[src/rtl/int64_c_semantics_alu_defines.svh]
// Assertion macros for the ALU top module.
// Included by files that carry concurrent assertions.
`ifndef INT64_C_SEMANTICS_ALU_DEFINES_SVH
`define INT64_C_SEMANTICS_ALU_DEFINES_SVH

// Implication checked on every clock edge outside reset.
`define ALU_ASSERT_IMP(label, ante, cons) \
  label: assert property (@(posedge clk) disable iff (rst) (ante) |-> (cons)) \
    else $error("assertion failed");

// Next-cycle implication checked outside reset.
`define ALU_ASSERT_NEXT(label, ante, cons) \
  label: assert property (@(posedge clk) disable iff (rst) (ante) |=> (cons)) \
    else $error("assertion failed");

`endif

[src/rtl/ialu_pkg.sv]
// Package for the 64-bit C-semantics ALU: widths, opcodes, cell payload type.
// No dependencies.
package ialu_pkg;
  localparam int W = 64;
  localparam int NCELL = W;  // one divider cell per quotient bit

  typedef enum logic [4:0] {
    OP_ADD = 5'd0, OP_SUB = 5'd1, OP_MUL = 5'd2, OP_DIV = 5'd3, OP_MOD = 5'd4,
    OP_AND = 5'd5, OP_OR = 5'd6, OP_SHL = 5'd7, OP_SHR = 5'd8, OP_XOR = 5'd9,
    OP_EQ = 5'd10, OP_NE = 5'd11, OP_LT = 5'd12, OP_LE = 5'd13, OP_GT = 5'd14,
    OP_GE = 5'd15, OP_LAND = 5'd16, OP_LOR = 5'd17, OP_PLUS = 5'd18,
    OP_NEG = 5'd19, OP_LNOT = 5'd20, OP_BNOT = 5'd21, OP_INC = 5'd22,
    OP_DEC = 5'd23
  } op_t;

  // Payload carried down the cell chain.
  typedef struct packed {
    logic         vld;
    logic [W-1:0] rem;   // partial remainder
    logic [W-1:0] quo;   // dividend bits shift out, quotient bits shift in
    logic [W-1:0] dvs;   // divisor magnitude
    logic [W-1:0] res;   // result of non-divide ops
    logic         bad;
    logic         isdiv;
    logic         ismod;
    logic         negq;
    logic         negr;
    logic         dz;
  } cell_t;
endpackage

[src/rtl/ialu_cell.sv]
// One restoring-division cell: produces one quotient bit and passes on.
// Depends on ialu_pkg.
module ialu_cell (
  input  logic           clk,
  input  logic           rst,
  input  logic           en,
  input  ialu_pkg::cell_t d,
  output ialu_pkg::cell_t q
);
  import ialu_pkg::*;

  logic [W:0] trial;
  logic [W:0] diff;
  cell_t n;

  always_comb begin
    n     = d;
    trial = {d.rem, d.quo[W-1]};
    diff  = trial - {1'b0, d.dvs};
    if (!diff[W]) begin
      n.rem = diff[W-1:0];
    end else begin
      n.rem = trial[W-1:0];
    end
    n.quo = {d.quo[W-2:0], !diff[W]};
  end

  always_ff @(posedge clk) begin
    if (rst) begin
      q.vld <= 1'b0;
    end else if (en) begin
      q <= n;
    end
  end
endmodule

[config.mk]
export PLATFORM = sky130hd
export DESIGN_NAME = ialu_cell
export DESIGN_NICKNAME = d
export VERILOG_FILES = /design/src/rtl/int64_c_semantics_alu_defines.svh /design/src/rtl/ialu_pkg.sv /design/src/rtl/ialu_cell.sv
export SDC_FILE = /design/constraint.sdc
export NUM_CORES = 1
export LEC_CHECK = 0
export BUFFER_PORTS_ARGS = -buffer_cell sky130_fd_sc_hd__buf_2
export CORE_AREA = 2 2 204 206
export CTS_CLUSTER_DIAMETER = 120
export DETAILED_ROUTE_END_ITERATION = 16
export DIE_AREA = 0 0 206 208
export REMOVE_ABC_BUFFERS = 1
export SLEW_MARGIN = 40
export SYNTH_ARGS = -nofsm -noshare
export SYNTH_HDL_FRONTEND = slang
export SYNTH_SLANG_ARGS = --single-unit
[constraint.sdc]
create_clock -name clk -period 16.7 [get_ports clk]
set_input_delay 0.835 -clock clk [delete_from_list [all_inputs] [get_ports clk]]
set_output_delay 0.835 -clock clk [all_outputs]
set_load 0.03 [all_outputs]
# After elaboration in Yosys (flattened, before gate mapping)

Index checks and enable logic that the tools add are counted.

Multiplexer cells: 1
Order comparisons: 0
Divide/modulo/power cells: 0
Shift operators: 0
Eq/ne operators: 0
$add $sub $neg: 1
Reductions and logical operators: 2
Bitwise gates (word level): 1
$mul: 0

Operators by type and width:

| kind             | number |
|---|---|
| $sub 65x64->65   | 1 |
| $mux 64          | 1 |
| $reduce_and 2->1 | 1 |
| $logic_not 1->1  | 1 |
| $not 1->1        | 1 |

Memories kept: 0
Output and inout bits: 263
ROM bits: 0
Latch bits: 0
Memory bits (writable): 0
Register bits after elaboration: 263

# Logic depth before layout (Yosys ltp)

Gate-level depths: netlist of the first run.

Depth after elaboration: 2
Mapped depth: 14

# Worst setup path after synthesis of the first run

Ideal clock, no wire load.

Path type: in2reg
Start point: input rst
End point: register q[0] (netlist name) (enable)
Arrival time: 12.418 ns
Slack: 3.356 ns
Stages on the path: 1
Buffers on the path: 0
Library setup time: 0.925 ns
Cells stage by stage: nor2b_1

Word-level cells in the longest chain between the ends: 2

Ends and longest elaborated chain:

| element                           | RTL line        | text |
|---|---|---|
| start: declaration                | ialu_cell.sv:5  | `input logic rst,` |
| $not 1->1 (no source line)        | n/a             |  |
| $reduce_and 2->1 (no source line) | n/a             |  |
| end signal: assignment            | ialu_cell.sv:32 | `q <= n;` |
| end: declaration                  | ialu_cell.sv:8  | `output ialu_pkg::cell_t q` |

No other way between the ends.
A chain may end at the register's enable or synchronous reset.

==> metrics.md, run 1 <==
| Metric | Value |
|---|---|
| Status | completed |
| Crit. End Element | flop |
| Peak supply drop | 80.9 uV |
| Reg2Reg Launch Point | q[262] |
| Fin Clk Skew | 0 ns |
| Mapped cell area | roughly 13,000 um^2 |
| Critical path fanouts, max | 60 |
| Path depth of the worst reg2reg path | 2 |
| Post-DRT Antenna Nets | 0 |
| YS warnings | 0 |
| Total gr overflow | 0 |
| WP data arrival | about 4.6 ns |
| Placed cell count | around 2,000 |
| CP required | 17.02 ns |
| Layout area overhead | 32.0% |
| Die Footprint | 42,800 um^2 |
| Avg WL per Cell | 20.4 um |
| Flop-to-flop setup slack | 16.12 ns |
| Hold/Removal Path Class | input pin to flop |
| Tot Pwr | approximately 0.0019 W |
| Top flop regs | q: 263 flops |
| Starting DRC count in detailed routing | between 500 and 600 |
| Fmax | about 0.23 GHz |
| Total vias in the final route | 10,189 |
| CTS clk-pin slew, worst paths | 0.06 ns |
| Reg-to-reg endpoint | q[262] |
| TritonCTS clock tree | built |
| Syn Inst Count | 1,005 |
| Max-slew headroom | between 40% and 50% |
| Row cnt | 74 |
| Pwr dens | roughly 110 nW/um^2 |
| RePlAce Congestion | 0.859 |
| Postcts setup bufs | 0 |
| Core area | around 41,000 um^2 |
| Number of flip-flops in the largest register | 263 |
| Clock sink total | approximately 260 |
| Unique masters post-synth | 75 |
| Initial antenna violation count | 6 |
| Synth Flop Type | edfxtp_1 |
| Register area share after synthesis | 60.7% |
| Largest net degree at the start of global routing | 77 |
| Initial core utilization | 32.0% |
| DR DRC count | 0 |
| Overall routing resource usage | 18.9% |
| Via density | 4.86 |
| Cells resized by post-CTS repair | 0 |
| Crit path kind | input pin to flop |
| CTS Buf Count | 31 |
| Period minus WS final | 4.26 ns |
| First-pass GRT wire length | 61,500 um |
| Fin crit share | 25.5% |
| Total negative slack | 0 ns |
| DPL Wire Length | 34,100 um |
| Layout cells sized above 1 | 38.0% |
| Filler cell count | 3,909 |
| Hold Path Depth | 1 |
| Final non-filler cell total | 2,098 |
| Least-Margin Pin Slew | 0.822 ns |
| Final Hold Fails | 0 |
| Clk root buf | clkbuf_16 |
| Router iterations before antenna repair | 6 |
| Top reg by flops | q |
| H-tree levels | 1 |
| Ys async rst share | 0% |
| Number of global-route vias before repair | 10,283 |
| Post-synth EDFFs | ~260 |
| Die W | just over 200 um |
| Yosys reg bits | 263 |
| # setup viols final | 0 |
| Leakage power | 7.46 nW |
| Type of origin of the critical path | input pin |
| Final wirelength | 42,800 um |
| PortBufs | 528 |
| CTS Hold Bufs | 0 |
| Mean Syn Cell Area | 12.9 um^2 |
| Clock insertion delay at the later pin of the skew report | 0.56 ns |
| Hold Crit Endpoint | q[179] |
| RSZ-0062 raised after global routing | false |
| Clk buf depth | 3 |
| Die Ht | 208 um |
| HP Start | d[178] |
| Io pins | around 530 |
| Max Cap Viol | 0 |
| Final nets | 1,869 |
| Max-slew violation count | 0 |
per-layer routing:
metal	GRT usage, %	vias up	routed length [um]
met4	6.11	4	1120
met5	0	-	27
met1	22.0	4916	16600
met2	34.0	365	21800
met3	4.32	63	3150
li1	-	4841	-
metrics by stage:
stage | setup WS [ns] | hold slack [ns] | util, % | instance area (um^2)
after floorplan | 3.36 | 0.630 | - | 12800
after global placement | 11.91 | 0.470 | 39.9 | 16200
after detailed placement | 11.83 | 0.496 | 39.9 | 16200
after CTS | 12.41 | 0.404 | 42.3 | 17100
after global routing | 12.16 | 0.410 | 42.3 | 17200
final | 12.44 | 0.439 | 42.3 | 17200
critical path, stage by stage:
cell	delay [ns]
buf_2	0.09
inv_1	0.04
ha_1	0.48
nand4_1	0.17
or4_1	0.63
or3_1	0.34
o32a_1	0.22
a21oi_2	0.22
o21ai_1	0.13
and2_4	0.20
o211a_4	0.30
inv_6	0.46
mux2_1	0.39
where the power goes:
group | internal (W) | switching, W | total (W)
logic | 0.000151 | 0.000287 | 0.000437
clock network | 0.000355 | 0.000277 | 0.000632
registers | 0.000794 | 0.0000122 | 0.000806
cell type report:
cell class              instances  area [um^2]  share of cell area, %
diodes                          4         10.0                 0.0584
clock buffers                  35          791                   4.61
clock inverters                22          150                  0.875
inverters                      86          328                   1.91
multi-input cells             623         4630                   27.0
flip-flops and latches        263         7890                   46.0
well taps                     532          666                   3.88
repair buffers                533         2690                   15.7
worst max-delay path by stage:
stage                     startpoint      to  slack [ns]
after floorplan                  rst    q[0]        3.36
after global placement         d[97]  q[233]       11.91
after detailed placement       d[97]  q[240]       11.83
after CTS                      d[97]  q[240]       12.41
after global routing           d[97]  q[230]       12.16
final                          d[97]  q[220]       12.44
cell families after synthesis:
logic type                 count (synthesis)  share of synthesized area [%]
xor gates and xnor gates                  57                           3.84
DFF                                      263                           60.7
buffers and inverters                    119                           3.84
muxes                                     64                           5.54
and+or+nand+nor                          197                           7.56
adders and majority gates                 65                           6.32
AOI/OAI and AO/OA                        240                           12.2
placed cells by master (no fill, tap or decap), types with 23 or more instances in the layout:
master     synthesis  routed
a21o_1            32      32
a21oi_1           76      76
buf_2              2     528
clkbuf_16          0      31
edfxtp_1         262     262
ha_1              64      64
inv_1             85      85
mux2_1            54      54
nand2_1           62      62
nor2_1            41      41
o21ai_0           23      23
xnor2_1           34      34
xor2_1            23      23
synthesized netlist by cell type, types with 3 or more instances:
library cell  instances  share of area, %
and3_1                7              0.34
a21oi_1              76               2.9
a311oi_1              3              0.20
a21o_1               32               1.8
clkbuf_1             24              0.69
o22ai_1               3              0.14
nand3_1              10              0.39
and4_1                3              0.20
mux2i_1               7              0.54
nor2b_1              11              0.53
o21ai_1              15              0.58
a31oi_1               7              0.34
inv_1                85               2.5
a211o_1               5              0.34
o21bai_1             15              0.87
o21ai_0              23              0.89
nor3_1                9              0.35
nand4_1              20              0.96
nor2_1               41               1.2
nand2b_1              9              0.43
buf_6                 6              0.52
o211ai_1              4              0.23
o41ai_1               3              0.20
or3_1                 5              0.24
o2111ai_1             3              0.20
nand2_1              62               1.8
a211oi_1              6              0.35
a311o_1               3              0.23
or2_1                 4              0.19
ha_1                 64               6.2
edfxtp_1            262                61
a21boi_0              5              0.29
xor2_1               23               1.6
o31ai_1               5              0.29
xnor2_1              34               2.3
mux2_1               54               4.7
o21a_1                8              0.46
Note: power is estimated with default switching activity, not from simulation.
==> inputs of run 2 (changes only) <==
- clock period: 16.7 -> 4.3 ns (I/O delays scaled with it)
==> run 2 against run 1 <==
Via count grew 11%. Non-clock buffer count increased by 267. Sequential share of layout area shrank 6.2 points.
==> metrics.md, run 2 (same netlist as run 1, synthesis figures left out) <==
| Metric | Value |
|---|---|
| Pwr dens | 379 nW/um^2 |
| Die W | slightly above 200 um |
| Post-DRT Antenna Nets | 0 |
| Initial antenna violation count | 5 |
| DP Area | ~16,000 um^2 |
| Met2 WL | about 23,000 um |
| Io pins | 529 |
| Total gr overflow | 0 |
| Fmax | 0.251 GHz |
| Max Cap Viol | 0 |
| Top reg by flops | q |
| H-tree levels | 1 |
| Crit path kind | input pin to flop |
| Commonest non-fill, non-tap cell in the layout | buf_2 |
| Least-Margin Pin Slew | 0.850 ns |
| Clock sink total | about 260 |
| Final non-filler cell total | 2,362 |
| Crit. End Element | flop |
| TritonCTS clock tree | built |
| Commonest non-fill, non-tap cells in the layout | buf_2, edfxtp_1, dlygate4sd3_1 |
| CP required | approximately 4.6 ns |
| Post-Route M1 WL | approximately 18,000 um |
| Leakage power | 8.57 nW |
| Via density | about 4.8 |
| Number of flip-flops in the largest register | 263 |
| Die Ht | 208 um |
| Placed cell count | approximately 2,000 |
| Worst Hold Slack | between 0.07 and 0.08 ns |
| RePlAce Congestion | ~0.85 |
| PortBufs | 528 |
| Filler cell count | 3,606 |
| Row cnt | 74 |
| # setup viols final | 0 |
| First-pass GRT wire length | 68,300 um |
| Overall routing resource usage | 20.7% |
| Sequential cell area | 7890 um^2 |
| Starting DRC count in detailed routing | 601 |
| Hold/Removal Path Class | input pin to flop |
| Status | completed |
| Layout area overhead | 52.5% |
| Clk root buf | clkbuf_16 |
| Number of global-route vias before repair | 11,750 |
| DR WL met3 | around 2900 um |
| Largest net degree at the start of global routing | 137 |
| Top flop regs | q: 263 flops |
| Type of origin of the critical path | input pin |
| Avg WL per Cell | 19.7 um |
| Initial core utilization | between 30% and 40% |
| Multi-input gate area | 4610 um^2 |
| CTS Buf Count | 30 |
| Flop-to-flop setup slack | 3.15 ns |
| Max-slew headroom | between 40% and 50% |
| DPL Wire Length | between 30,000 and 40,000 um |
| WP data arrival | roughly 4.3 ns |
| Postcts setup bufs | 0 |
| Top sig layer | met5 |
| Router iterations before antenna repair | 5 |
| Fin crit share | between 90% and 100% |
| Fin Clk Skew | 0 ns |
| Period minus WS final | 3.98 ns |
| Final nets | 2,135 |
| Design area | between 15,000 and 20,000 um^2 |
| DR DRC count | 0 |
| Die Footprint | about 43,000 um^2 |
| Total vias in the final route | 11,262 |
| Final Hold Fails | 0 |
| Final wirelength | 46,400 um |
| CTS clk-pin slew, worst paths | 0.06 ns |
| Clock insertion delay at the later pin of the skew report | 0.57 ns |
| Clk buf depth | 3 |
| Peak supply drop | 307 uV |
| RSZ-0062 raised after global routing | false |
| Max-slew violation count | 0 |
| Critical path fanouts, max | 21 |
| Core area | 40,600 um^2 |
| Layout cells sized above 1 | between 30% and 40% |
| Total negative slack | 0 ns |
run 2: changes by cell type in the layout (fill, tap and decap cells not counted), moves of 3 or more:
cell	before	now
buf_12	0	4
buf_4	2	9
clkinv_1	9	6
clkinv_2	4	7
dlygate4sd3_1	0	258
run 2: path summary, 6_finish.rpt:
kind	endpoint	depth (start not counted)	from
worst min register to register	q[262]	3	q[262]
worst max-delay path	q[257]	15	d[94]
worst max register to register	q[262]	3	q[262]
worst min-delay path	q[258]	3	d[257]
run 2: critical path: stages:
cell           delay (ns)
dlygate4sd3_1        0.54
buf_2                0.12
inv_1                0.04
ha_1                 0.40
nand4_1              0.15
or4_1                0.63
or3_1                0.33
o32a_1               0.21
a21oi_2              0.21
o21ai_1              0.13
and2_4               0.20
o211a_4              0.30
inv_6                0.24
buf_12               0.21
mux2_1               0.34
run 2: what timing repair did:
| item | in CTS | in global routing |
|---|---|---|
| hold buffers | 258 | 0 |
| endpoints found under the hold margin | 260 | 0 |
| resized for setup | 0 | 0 |
run 2: cell type report:
cell class                      count  area share (%)
Multi-Input combinational cell    623            23.3
Timing Repair Buffer              800            27.2
Clock inverter                     19           0.758
Antenna cell                        3          0.0379
Sequential cell                   263            39.8
Inverter                           86            1.65
Clock buffer                       36            3.90
Tap cell                          532            3.36
run 2: metrics by stage:
step | power, W | setup WS (ns) | utilization (%)
after floorplan | 0.00435 | -8.42 | -
after global placement | 0.00490 | 0.332 | 40.1
after detailed placement | 0.00491 | 0.261 | 40.2
after CTS | 0.00757 | 0.302 | 48.8
after global routing | 0.00784 | 0.109 | 48.8
final | 0.00750 | 0.316 | 48.8
run 2: where the power goes:
group	switching [W]	internal, W
sequential	0.0000516	0.00308
clock	0.00109	0.00135
combinational	0.00117	0.000760
total	0.00231	0.00519
run 2: layer usage:
metal	global-route usage [%]	vias up
li1	-	5365
met2	37.1	408
met4	7.66	4
met5	0	-
met3	3.87	76
met1	24.3	5409
